===== config.mk =====
export PLATFORM = sky130hd
export DESIGN_NAME = percent_decoder_utf8_grouped_unit
export DESIGN_NICKNAME = d
export VERILOG_FILES = /design/src/rtl/core/pdu_pkg.sv /design/src/rtl/core/percent_decoder_utf8_grouped_unit.sv /design/src/rtl/core/pdu_parse.sv /design/src/rtl/core/pdu_outq.sv
export SDC_FILE = /design/constraint.sdc
export NUM_CORES = 1
export LEC_CHECK = 0
export ABC_AREA = 1
export CAP_MARGIN = 10
export CORE_ASPECT_RATIO = 1.2
export CORE_MARGIN = 1.5
export CORE_UTILIZATION = 40
export DETAILED_ROUTE_END_ITERATION = 10
export DONT_BUFFER_PORTS = 1
export SLEW_MARGIN = 10
export SYNTH_ARGS = -nofsm -noshare
export SYNTH_HDL_FRONTEND = slang
export SYNTH_HIERARCHICAL = 1
export SYNTH_SLANG_ARGS = --single-unit

===== constraint.sdc =====
create_clock -name clk -period 11.7 [get_ports clk]
set_input_delay 3.51 -clock clk [delete_from_list [all_inputs] [get_ports clk]]
set_output_delay 3.51 -clock clk [all_outputs]
set_load 0.02 [all_outputs]

===== src/rtl/core/pdu_pkg.sv =====
// pdu_pkg: shared types, character codes and the hex digit decoder
// for the percent decoder with utf-8 grouping
// no dependencies
package pdu_pkg;

	// result queue depth, one slot per byte of the largest group
	localparam int QDEPTH = 4;
	localparam int CNT_W  = $clog2(QDEPTH + 1);

	// parser modes
	localparam logic [2:0] MODE_PLAIN = 3'd0;
	localparam logic [2:0] MODE_HIGH  = 3'd1;
	localparam logic [2:0] MODE_LOW   = 3'd2;
	localparam logic [2:0] MODE_PCT   = 3'd3;
	localparam logic [2:0] MODE_DROP  = 3'd4;

	// character codes
	localparam logic [7:0] CH_PCT = 8'h25;
	localparam logic [7:0] CH_0   = 8'h30;
	localparam logic [7:0] CH_9   = 8'h39;
	localparam logic [7:0] CH_UA  = 8'h41;
	localparam logic [7:0] CH_UF  = 8'h46;
	localparam logic [7:0] CH_LA  = 8'h61;
	localparam logic [7:0] CH_LF  = 8'h66;

	// one result item
	typedef struct packed {
		logic [7:0] data;
		logic       err;
		logic       last;
	} res_t;

	// all results caused by one input byte, in order from entry 0
	typedef struct packed {
		logic [CNT_W-1:0]         cnt;
		res_t [QDEPTH-1:0]        ent;
	} burst_t;

	// returns {digit ok, nibble}
	function automatic logic [4:0] hex_decode(input logic [7:0] c);
		logic [4:0] r;
		r = 5'd0;
		if (c inside {[CH_0:CH_9]}) begin
			r = {1'b1, 4'(c - CH_0)};
		end else if (c inside {[CH_UA:CH_UF]}) begin
			r = {1'b1, 4'(c - CH_UA + 8'd10)};
		end else if (c inside {[CH_LA:CH_LF]}) begin
			r = {1'b1, 4'(c - CH_LA + 8'd10)};
		end
		return r;
	endfunction

endpackage


===== src/rtl/core/percent_decoder_utf8_grouped_unit.sv =====
// percent_decoder_utf8_grouped_unit: uri percent decoder that emits utf-8 groups whole
// path: a byte is registered at its transfer and decoded into the result queue once the queue
//   has room for its burst, so its first result is offered from the queue register
// throughput: one input byte per cycle; the four-entry queue drains one result per cycle when
//   out_stall is low; input waits only while the queue lacks room for the held byte's burst
// reset: arst_n clears stage valid, parser mode, nibble, group counters and the queue count
module percent_decoder_utf8_grouped_unit (
	input  logic       clk,
	input  logic       arst_n,
	// input channel
	input  logic       in_valid,
	output logic       in_stall,
	input  logic [7:0] in_byte,
	input  logic       in_last,
	// result channel
	output logic       out_valid,
	input  logic       out_stall,
	output logic [7:0] out_byte,
	output logic       out_error,
	output logic       out_last
);

	// input stage
	logic       valid_s1;
	logic [7:0] byte_s1;
	logic       last_s1;

	// decode and queue handshake
	pdu_pkg::burst_t           burst;
	logic [pdu_pkg::CNT_W-1:0] free;
	logic                      step;
	logic                      load;

	// the held byte goes through when the queue has room for everything it causes
	assign step     = valid_s1 & (burst.cnt <= free);
	assign in_stall = valid_s1 & ~step;
	assign load     = in_valid & ~in_stall;

	always_ff @(posedge clk or negedge arst_n) begin
		if (!arst_n) begin
			valid_s1 <= 1'b0;
		end else if (!in_stall) begin
			valid_s1 <= in_valid;
		end
	end

	// payload of the input stage, loaded on each input transfer
	always_ff @(posedge clk) begin
		if (load) begin
			byte_s1 <= in_byte;
			last_s1 <= in_last;
		end
	end

	// escape parser: mode, high nibble, group store and the results of one byte
	pdu_parse u_parse (
		.clk     (clk),
		.arst_n  (arst_n),
		.byte_s1 (byte_s1),
		.last_s1 (last_s1),
		.step    (step),
		.burst   (burst)
	);

	// result queue, drained one transfer per cycle while out_stall is low
	pdu_outq u_outq (
		.clk       (clk),
		.arst_n    (arst_n),
		.push      (step),
		.burst     (burst),
		.free      (free),
		.out_valid (out_valid),
		.out_stall (out_stall),
		.out_byte  (out_byte),
		.out_error (out_error),
		.out_last  (out_last)
	);

	// a stalled input stage must hold a byte
	a_stall_held: assert property (@(posedge clk) disable iff (!arst_n)
		in_stall |-> valid_s1)
		else $error("input stalled with empty stage");

endmodule


===== src/rtl/core/pdu_parse.sv =====
// pdu_parse: escape parser state and the next-state / result logic
// for one byte; uses pdu_pkg
module pdu_parse (
	input  logic                clk,
	input  logic                arst_n,
	input  logic [7:0]          byte_s1,
	input  logic                last_s1,
	input  logic                step,
	output pdu_pkg::burst_t     burst
);

	logic [2:0] mode_q, mode_d;
	logic [3:0] hi_q, hi_d;
	logic [1:0] fill_q, fill_d;
	logic [1:0] togo_q, togo_d;
	logic [7:0] grp_q [3];
	logic [7:0] grp_d [3];

	logic [4:0] hexr;
	logic       hex_ok;
	logic [7:0] val;
	logic [2:0] cont;
	logic       fail;

	assign hexr   = pdu_pkg::hex_decode(byte_s1);
	assign hex_ok = hexr[4];
	assign val    = {hi_q, hexr[3:0]};

	// continuation count of a lead byte: run of ones below bit 7
	always_comb begin
		cont = 3'd0;
		if (val[7]) begin
			if (!val[6])      cont = 3'd0;
			else if (!val[5]) cont = 3'd1;
			else if (!val[4]) cont = 3'd2;
			else if (!val[3]) cont = 3'd3;
			else              cont = 3'd4;
		end
	end

	always_comb begin
		mode_d = mode_q;
		hi_d   = hi_q;
		fill_d = fill_q;
		togo_d = togo_q;
		for (int k = 0; k < 3; k++) begin
			grp_d[k] = grp_q[k];
		end
		burst  = '0;
		fail   = 1'b0;
		case (mode_q)
			pdu_pkg::MODE_DROP: begin
				if (last_s1) mode_d = pdu_pkg::MODE_PLAIN;
			end
			pdu_pkg::MODE_HIGH: begin
				if (!hex_ok) begin
					fail = 1'b1;
				end else begin
					hi_d   = hexr[3:0];
					mode_d = pdu_pkg::MODE_LOW;
					fail   = last_s1;
				end
			end
			pdu_pkg::MODE_LOW: begin
				if (!hex_ok) begin
					fail = 1'b1;
				end else if (fill_q == 2'd0) begin
					if (cont == 3'd4) begin
						fail = 1'b1;
					end else if (cont == 3'd0) begin
						burst.cnt    = pdu_pkg::CNT_W'(1);
						burst.ent[0] = '{data: val, err: 1'b0, last: last_s1};
						mode_d       = pdu_pkg::MODE_PLAIN;
					end else begin
						grp_d[0] = val;
						fill_d   = 2'd1;
						togo_d   = cont[1:0];
						mode_d   = pdu_pkg::MODE_PCT;
						fail     = last_s1;
					end
				end else if (togo_q <= 2'd1) begin
					// group complete: stored bytes then this one
					for (int k = 0; k < pdu_pkg::QDEPTH; k++) begin
						if (k < 3 && 2'(k) < fill_q) begin
							burst.ent[k] = '{data: grp_q[k], err: 1'b0, last: 1'b0};
						end else if (3'(k) == {1'b0, fill_q}) begin
							burst.ent[k] = '{data: val, err: 1'b0, last: last_s1};
						end
					end
					burst.cnt = pdu_pkg::CNT_W'(fill_q) + pdu_pkg::CNT_W'(1);
					fill_d    = 2'd0;
					togo_d    = 2'd0;
					mode_d    = pdu_pkg::MODE_PLAIN;
				end else begin
					for (int k = 0; k < 3; k++) begin
						if (2'(k) == fill_q) grp_d[k] = val;
					end
					fill_d = fill_q + 2'd1;
					togo_d = togo_q - 2'd1;
					mode_d = pdu_pkg::MODE_PCT;
					fail   = last_s1;
				end
			end
			pdu_pkg::MODE_PCT: begin
				if (byte_s1 != pdu_pkg::CH_PCT) begin
					fail = 1'b1;
				end else begin
					mode_d = pdu_pkg::MODE_HIGH;
					fail   = last_s1;
				end
			end
			default: begin
				if (byte_s1 != pdu_pkg::CH_PCT) begin
					burst.cnt    = pdu_pkg::CNT_W'(1);
					burst.ent[0] = '{data: byte_s1, err: 1'b0, last: last_s1};
					mode_d       = pdu_pkg::MODE_PLAIN;
				end else begin
					fill_d = 2'd0;
					togo_d = 2'd0;
					mode_d = pdu_pkg::MODE_HIGH;
					fail   = last_s1;
				end
			end
		endcase
		if (fail) begin
			burst        = '0;
			burst.cnt    = pdu_pkg::CNT_W'(1);
			burst.ent[0] = '{data: 8'd0, err: 1'b1, last: 1'b1};
			fill_d       = 2'd0;
			togo_d       = 2'd0;
			hi_d         = 4'd0;
			mode_d       = last_s1 ? pdu_pkg::MODE_PLAIN : pdu_pkg::MODE_DROP;
		end
	end

	always_ff @(posedge clk or negedge arst_n) begin
		if (!arst_n) begin
			mode_q <= pdu_pkg::MODE_PLAIN;
			hi_q   <= 4'd0;
			fill_q <= 2'd0;
			togo_q <= 2'd0;
		end else if (step) begin
			mode_q <= mode_d;
			hi_q   <= hi_d;
			fill_q <= fill_d;
			togo_q <= togo_d;
		end
	end

	// group bytes: no reset, always written before read within a group
	always_ff @(posedge clk) begin
		if (step) begin
			for (int k = 0; k < 3; k++) begin
				grp_q[k] <= grp_d[k];
			end
		end
	end

	a_mode_legal: assert property (@(posedge clk) disable iff (!arst_n)
		mode_q <= pdu_pkg::MODE_DROP)
		else $error("parser mode out of range");

	a_err_alone: assert property (@(posedge clk) disable iff (!arst_n)
		step && burst.ent[0].err |-> burst.cnt == pdu_pkg::CNT_W'(1) && mode_d != mode_q ||
		step && burst.ent[0].err && mode_q == pdu_pkg::MODE_PLAIN)
		else $error("error result not alone or mode unchanged");

endmodule


===== src/rtl/core/pdu_outq.sv =====
// pdu_outq: result queue that takes a burst of up to four results
// and hands them out one transfer at a time; uses pdu_pkg
module pdu_outq (
	input  logic                          clk,
	input  logic                          arst_n,
	input  logic                          push,
	input  pdu_pkg::burst_t               burst,
	output logic [pdu_pkg::CNT_W-1:0]     free,
	output logic                          out_valid,
	input  logic                          out_stall,
	output logic [7:0]                    out_byte,
	output logic                          out_error,
	output logic                          out_last
);

	logic [pdu_pkg::CNT_W-1:0] cnt_q, cnt_d, base;
	pdu_pkg::res_t             lane_q [pdu_pkg::QDEPTH];
	pdu_pkg::res_t             lane_d [pdu_pkg::QDEPTH];
	logic                      pop;
	logic [pdu_pkg::CNT_W-1:0] off [pdu_pkg::QDEPTH];

	assign out_valid = (cnt_q != '0);
	assign pop       = out_valid & ~out_stall;
	assign base      = cnt_q - pdu_pkg::CNT_W'(pop);
	assign free      = pdu_pkg::CNT_W'(pdu_pkg::QDEPTH) - base;
	assign cnt_d     = base + (push ? burst.cnt : '0);

	always_comb begin
		for (int j = 0; j < pdu_pkg::QDEPTH; j++) begin
			if (pop && j < pdu_pkg::QDEPTH - 1) begin
				lane_d[j] = lane_q[j + 1];
			end else begin
				lane_d[j] = lane_q[j];
			end
			off[j] = pdu_pkg::CNT_W'(j) - base;
			if (push && pdu_pkg::CNT_W'(j) >= base && off[j] < burst.cnt) begin
				lane_d[j] = burst.ent[off[j][$clog2(pdu_pkg::QDEPTH)-1:0]];
			end
		end
	end

	always_ff @(posedge clk or negedge arst_n) begin
		if (!arst_n) begin
			cnt_q <= '0;
		end else begin
			cnt_q <= cnt_d;
		end
	end

	always_ff @(posedge clk) begin
		for (int j = 0; j < pdu_pkg::QDEPTH; j++) begin
			lane_q[j] <= lane_d[j];
		end
	end

	assign out_byte  = lane_q[0].data;
	assign out_error = lane_q[0].err;
	assign out_last  = lane_q[0].last;

	a_cnt_bound: assert property (@(posedge clk) disable iff (!arst_n)
		cnt_q <= pdu_pkg::CNT_W'(pdu_pkg::QDEPTH))
		else $error("result queue count above depth");

	a_no_overflow: assert property (@(posedge clk) disable iff (!arst_n)
		push |-> burst.cnt <= free)
		else $error("burst pushed without room");

endmodule

Word level (Yosys, flattened, before mapping):

Memories as Yosys holds them, arrays and structs flattened.
Cells that the tools add are included.

* bitwise gates (word level): 7
* magnitude comparators: 23
* reduce and logical (&&, ||, !) cells: 20
* mux-type cells: 95
* equal/unequal tests: 17
* $add $sub $neg: 15

Operators with widths (number)
* 2-to-1 mux 10 bit: 21
* 2-to-1 mux 43 bit: 3
* binary-select mux 10 bit (select 2 bit): 4
* 2-to-1 mux 30 bit: 2
* 2-to-1 mux 24 bit: 2
* 2-to-1 mux 3 bit: 16
* 2-to-1 mux 8 bit: 5
* 2-to-1 mux 16 bit: 2
* 2-to-1 mux 2 bit: 15
* case mux 10 bit (2 select lines): 1
* >= comparator 8 x 7 -> 1 bit (second input constant): 2
* <= comparator 8 x 7 -> 1 bit (second input constant): 2
* 2-to-1 mux 5 bit: 3
* 2-to-1 mux 1 bit: 13
* < comparator 2 x 3 -> 1 bit (second input constant): 4
* < comparator 3 bit: 4
* 2-to-1 mux 4 bit: 3
* case mux 3 bit (4 select lines): 1
* AND reduction 6 bit: 2
* subtractor 4 x 1 -> 4 bit (second input constant): 3
* logical AND 1 bit: 11
* inequality test 3 x 2 -> 1 bit (second input constant): 3
* adder 4 bit (second input constant): 2
* >= comparator 8 x 6 -> 1 bit (second input constant): 1
* other kinds (35): 52

* input bits: 13
* RAM bits: 64
* memories: 2
* flip-flop bits (word level): 24

Memory list
* u_outq.lane_q: words 4, width 10, read ports 4, clocked after Yosys merged registers in 0, wr ports 4, RTL line pdu_outq.sv:17 `pdu_pkg::res_t lane_q [pdu_pkg::QDEPTH];`
* u_parse.grp_q: words 3, width 8, read ports 3, clocked after Yosys merged registers in 0, wr ports 3, RTL line pdu_parse.sv:16 `logic [7:0] grp_q [3];`

Longest topological paths before layout:

* word-level depth: 23
* mapped depth: 28

Modules after synthesis:

The synthesis kept the hierarchy.

By module, submodules not included
* pdu_outq: times used 1, cells each 463, area an instance 3156.8 µm², seq. area each 1276.2 µm²
* pdu_parse: times used 1, cells each 293, area an instance 2371.0 µm², seq. area each 996.0 µm²
* percent_decoder_utf8_grouped_unit: times used 1, cells each 29, area an instance 404.1 µm², seq. area each 295.3 µm²

Worst setup path after synthesis:

OpenSTA, ideal clock, no wires.

* path type: input -> output
* start: input port out_stall
* end: output port in_stall
* data arrival time: 6127 ps
* path buffers: 3
* required time: 8190 ps
* setup slack: 2063 ps
* stages on the path: 17
* cell sequence: inv_1 > nand2_1 > inv_1 > ha_1 > ha_1 > buf_2 > inv_1 > clkbuf_1 > ha_1 > inv_1 > clkbuf_1 > inv_1 > ha_1 > nand3_1 > nand2_1 > nand3_2 > inv_1

* cells in the longest elaborated chain, start to end: 8

Ends and longest elaborated chain
* start: declaration: RTL line percent_decoder_utf8_grouped_unit.sv:17 `input logic out_stall,`
* NOT 1 bit: RTL line pdu_outq.sv:23 `assign pop = out_valid & ~out_stall;`
* bitwise AND 1 bit: RTL line pdu_outq.sv:23
* subtractor 3 x 1 -> 3 bit: RTL line pdu_outq.sv:24 `assign base = cnt_q - pdu_pkg::CNT_W'(pop);`
* subtractor 3 bit: RTL line pdu_outq.sv:25 `assign free = pdu_pkg::CNT_W'(pdu_pkg::QDEPTH) - base;`
* named net free, one bit: RTL line percent_decoder_utf8_grouped_unit.sv:30 `logic [pdu_pkg::CNT_W-1:0] free;`
* <= comparator 3 bit: RTL line percent_decoder_utf8_grouped_unit.sv:35 `assign step = valid_s1 & (burst.cnt <= free);`
* bitwise AND 1 bit: RTL line percent_decoder_utf8_grouped_unit.sv:35
* NOT 1 bit: RTL line percent_decoder_utf8_grouped_unit.sv:36 `assign in_stall = valid_s1 & ~step;`
* bitwise AND 1 bit: RTL line percent_decoder_utf8_grouped_unit.sv:36
* end: declaration: RTL line percent_decoder_utf8_grouped_unit.sv:12 `output logic in_stall,`

The timed path passes the listed nets, and every way through them passes these cells.

Final worst setup path:

Same ends and word-level chain as after synthesis.

==> results.md <==
- Crit-path cells: inv_1 -> nand2_1 -> inv_1 -> ha_1 -> buf_4 -> ha_1 -> inv_1 -> inv_1 -> ha_1 -> nand3_1 -> nand2_1 -> nand3_2 -> inv_1
- Clk sinks: 88
- Worst setup EP type: primary output
- Skew-Pair Late Insertion Delay: 0.35 ns
- DRT iter0 DRCs: 257
- P_int: 0.000883 W
- GRT Total Usage: 0.191
- Syn Area/Cell: 7.56 µm²
- Post-place setup slack: 2.02 ns
- Initial Util: 0.412
- Die area: 0.0156 mm²
- Final critical-path share of the clock period: 0.826
- CTS tree: built
- Worst hold path startpoint: u_outq/lane_q[1][3]
- Top-level I/O count: 25
- Startpoint Class: input pin
- Worst slew pin tran: 1.01 ns
- DR vias: 4857
- LEAKAGE: 2.67 nW
- Status: finished clean
- Cell Area, Synth: 0.00593 mm²
- Synth area leaders: edfxtp_1 37%, nand2_1 19%, dfrtp_1 6.3%, inv_1 5.4%, ha_1 5.1%
- Critical Path Max Stage Delay: 0.48 ns
- Critical path arrival: 6.15 ns
- Clock Skews: 0.00829 ns
- Fin nets: 806
- Post-CTS setup buffer count: 0
- Origin of the critical flop-to-flop path: u_parse/fill_q[1]
- Fin Setup TNS: 0 ns
- Slew headroom: 0.324
- Residual DRC count: 0
- WL met1: 5970 µm
- Final worst path period need: 9.66 ns
- Worst EP required: 8.19 ns
- Synth top area share: 0.370
- Worst setup path class: in2out
- Final hold vios: 0
- Post-synth ARST share: 0.170
- Std cell rows: 48
- Post-synthesis sequential area ratio: 0.433
- Slowest cell on the critical path: ha_1
- Cts hold-fix bufs: 0
- DR WL/cell: 14.5 µm
- Sequential share of power: 0.320
- CTS H-tree depth: 3
- Post-route ant nets: 0
- Max Cap Viol: 0
- Share of layout cells above drive strength 1: 0.0790
- Post-synth EDFFs: 73
- Clk Tree Root Cell: clkbuf_16
- CTS resizes: 0
- Pwr Density: 271 mW/mm²
- Final Setup Violations: 0
- Top Metal Used: met4
- Clock Tree Buf Depth: 2
- Hold Path Class: reg2reg
- GRT Residual Overflow: 0
- Vias/cell: 5.13
- Max Slew Vio Count: 0
- Clock share of power: 0.167
- Post-DP HPWL: 10900 µm
- Comb power frac: 0.513
- RSZ-0062 raised after global routing: no
- Drt total wl: 13700 µm
- Core box area: 0.0144 mm²
- Reg clk slew, reported paths: 0.06 ns
- Die height: 136 µm
- Crit-path max FO: 40
- Sw Ratio: 0.483
- Gate Count Post-Synth: 785
- Netlist cell types: 48
- CTS buffer count: 9
- I/O Buffers: 0
- F_max: 0.104 GHz
- Crit. Startpoint: out_stall
- Die width: 114 µm
- DR pass1 iterations: 5
- Vias in the first global route: 4758
- Max IR drop VDD: 0.000115 V
- Routability cong.: 0.880
- Metal2 WL: 7050 µm
- Cell mode on critical path: inv_1
- Switching power: 0.000825 W
- Worst path bufs/invs: 6
- Area grow syn2layout: 6.12%
- Routed length on met3: 406 µm
- Ant diodes: 0
- First-pass GRT wire length: 23200 µm
- Yosys warnings: 6
- Yosys top cell by area: edfxtp_1
- Critical path's top delay family: adder cells
- Initial antenna violation count: 0
- Largest net degree at the start of global routing: 44
- Final worst slack: 2.04 ns
- Top FF cell, synth: edfxtp_1
- Synthesized flop and latch total: 88
## Yosys cell counts (all sizes together) (11+ instances only)
master  instances
nand2         310
inv            95
edfxtp         73
nor2           57
o21ai          56
nand3          39
buf            26
ha             24
a21oi          21
dfrtp          15
a22oi          14
nand4          11
## layout by cell type, fill, tap and decap left out, types with 5 or more instances in the layout
| cell | instances |
|---|---|
| buf_4 | 6 |
| nor2_1 | 41 |
| nand2_1 | 307 |
| nand4_1 | 10 |
| a22oi_1 | 14 |
| inv_1 | 86 |
| nor2_2 | 14 |
| clkbuf_16 | 9 |
| inv_2 | 8 |
| o21ai_0 | 43 |
| a21oi_1 | 19 |
| o22ai_1 | 5 |
| o21ai_1 | 12 |
| edfxtp_1 | 73 |
| ha_1 | 24 |
| dfrtp_1 | 15 |
| nand3_1 | 36 |
## path summary, 6_finish.rpt
kind	end	slack, ns	cells past startpoint
worst min-delay path	u_outq/lane_q[0][3]	0.51	2
worst max-delay path	in_stall	2.04	13
worst min register to register	u_outq/lane_q[0][3]	0.51	2
worst max register to register	u_outq/lane_q[1][3]	6.16	15
max in group asynchronous	u_parse/hi_q[2]	8.78	0
min in group asynchronous	u_parse/mode_q[0]	2.85	0
## power by group through the flow
stage	registers, W	clock network, W	logic, W
after global routing	0.000558	0.000302	0.00101
after CTS	0.000547	0.000292	0.000878
after global placement	0.000551	0	0.000853
after detailed placement	0.000554	0	0.000876
after floorplan	0.000540	0	0.000722
final	0.000547	0.000286	0.000876
## per-layer routing
layer / vias to the layer above / GRT usage
met4: 0 / 0.0778
met5: - / 0
met1: 2217 / 0.221
met3: 20 / 0.0259
li1: 2516 / -
met2: 104 / 0.353
## metrics by stage
| stage | utilization | hold slack (ns) | power [W] | area, µm² | cells |
|---|---|---|---|---|---|
| after detailed placement | 0.416 | 0.498 | 0.00143 | 5990 | 932 |
| after CTS | 0.436 | 0.514 | 0.00172 | 6280 | 947 |
| after global routing | 0.437 | 0.536 | 0.00187 | 6290 | 947 |
| after global placement | 0.416 | 0.492 | 0.00140 | 5990 | 932 |
| final | 0.437 | 0.511 | 0.00171 | 6290 | 947 |
| after floorplan | - | 0.457 | 0.00126 | 5940 | 787 |
## layout make-up
type                       instances  area (µm²)
clock buffer                       9         225
clock inverter                     6        67.6
fill                            1411        8120
inverter                          96         363
multi-input combinational        567        2810
sequential                        88        2570
tap                              175         219
timing repair buffer               6        45.0
## worst reg2reg max path, delay by kind of cell (launching register included)
family | cells | cell delay, ns
flip-flops | 1 | 0.55
buffers and inverters | 5 | 1.14
AND/OR/NAND/NOR | 5 | 1.39
AO/OA/AOI/OAI | 3 | 1.29
adder cells (fa/ha/maj) | 2 | 0.81
## registers in the layout, indices dropped and copies added (netlist names)
register        count
u_parse/togo_q      2
u_outq/lane_q      40
u_parse/mode_q      3
u_outq/cnt_q        3
last_s1             1
u_parse/grp_q      24
u_parse/hi_q        4
u_parse/fill_q      2
valid_s1            1
byte_s1             8
## logic make-up after synthesis
kind of cell | count (synthesis) | share of synthesized area
AO/OA/AOI/OAI | 106 | 0.104
other | 1 | 0.000632
flip-flops | 88 | 0.433
XOR/XNOR | 3 | 0.00443
adder cells (fa/ha/maj) | 25 | 0.0540
buffers and inverters | 132 | 0.0968
AND/OR/NAND/NOR | 430 | 0.308
No activity file was read; power rests on OpenSTA's default activity.
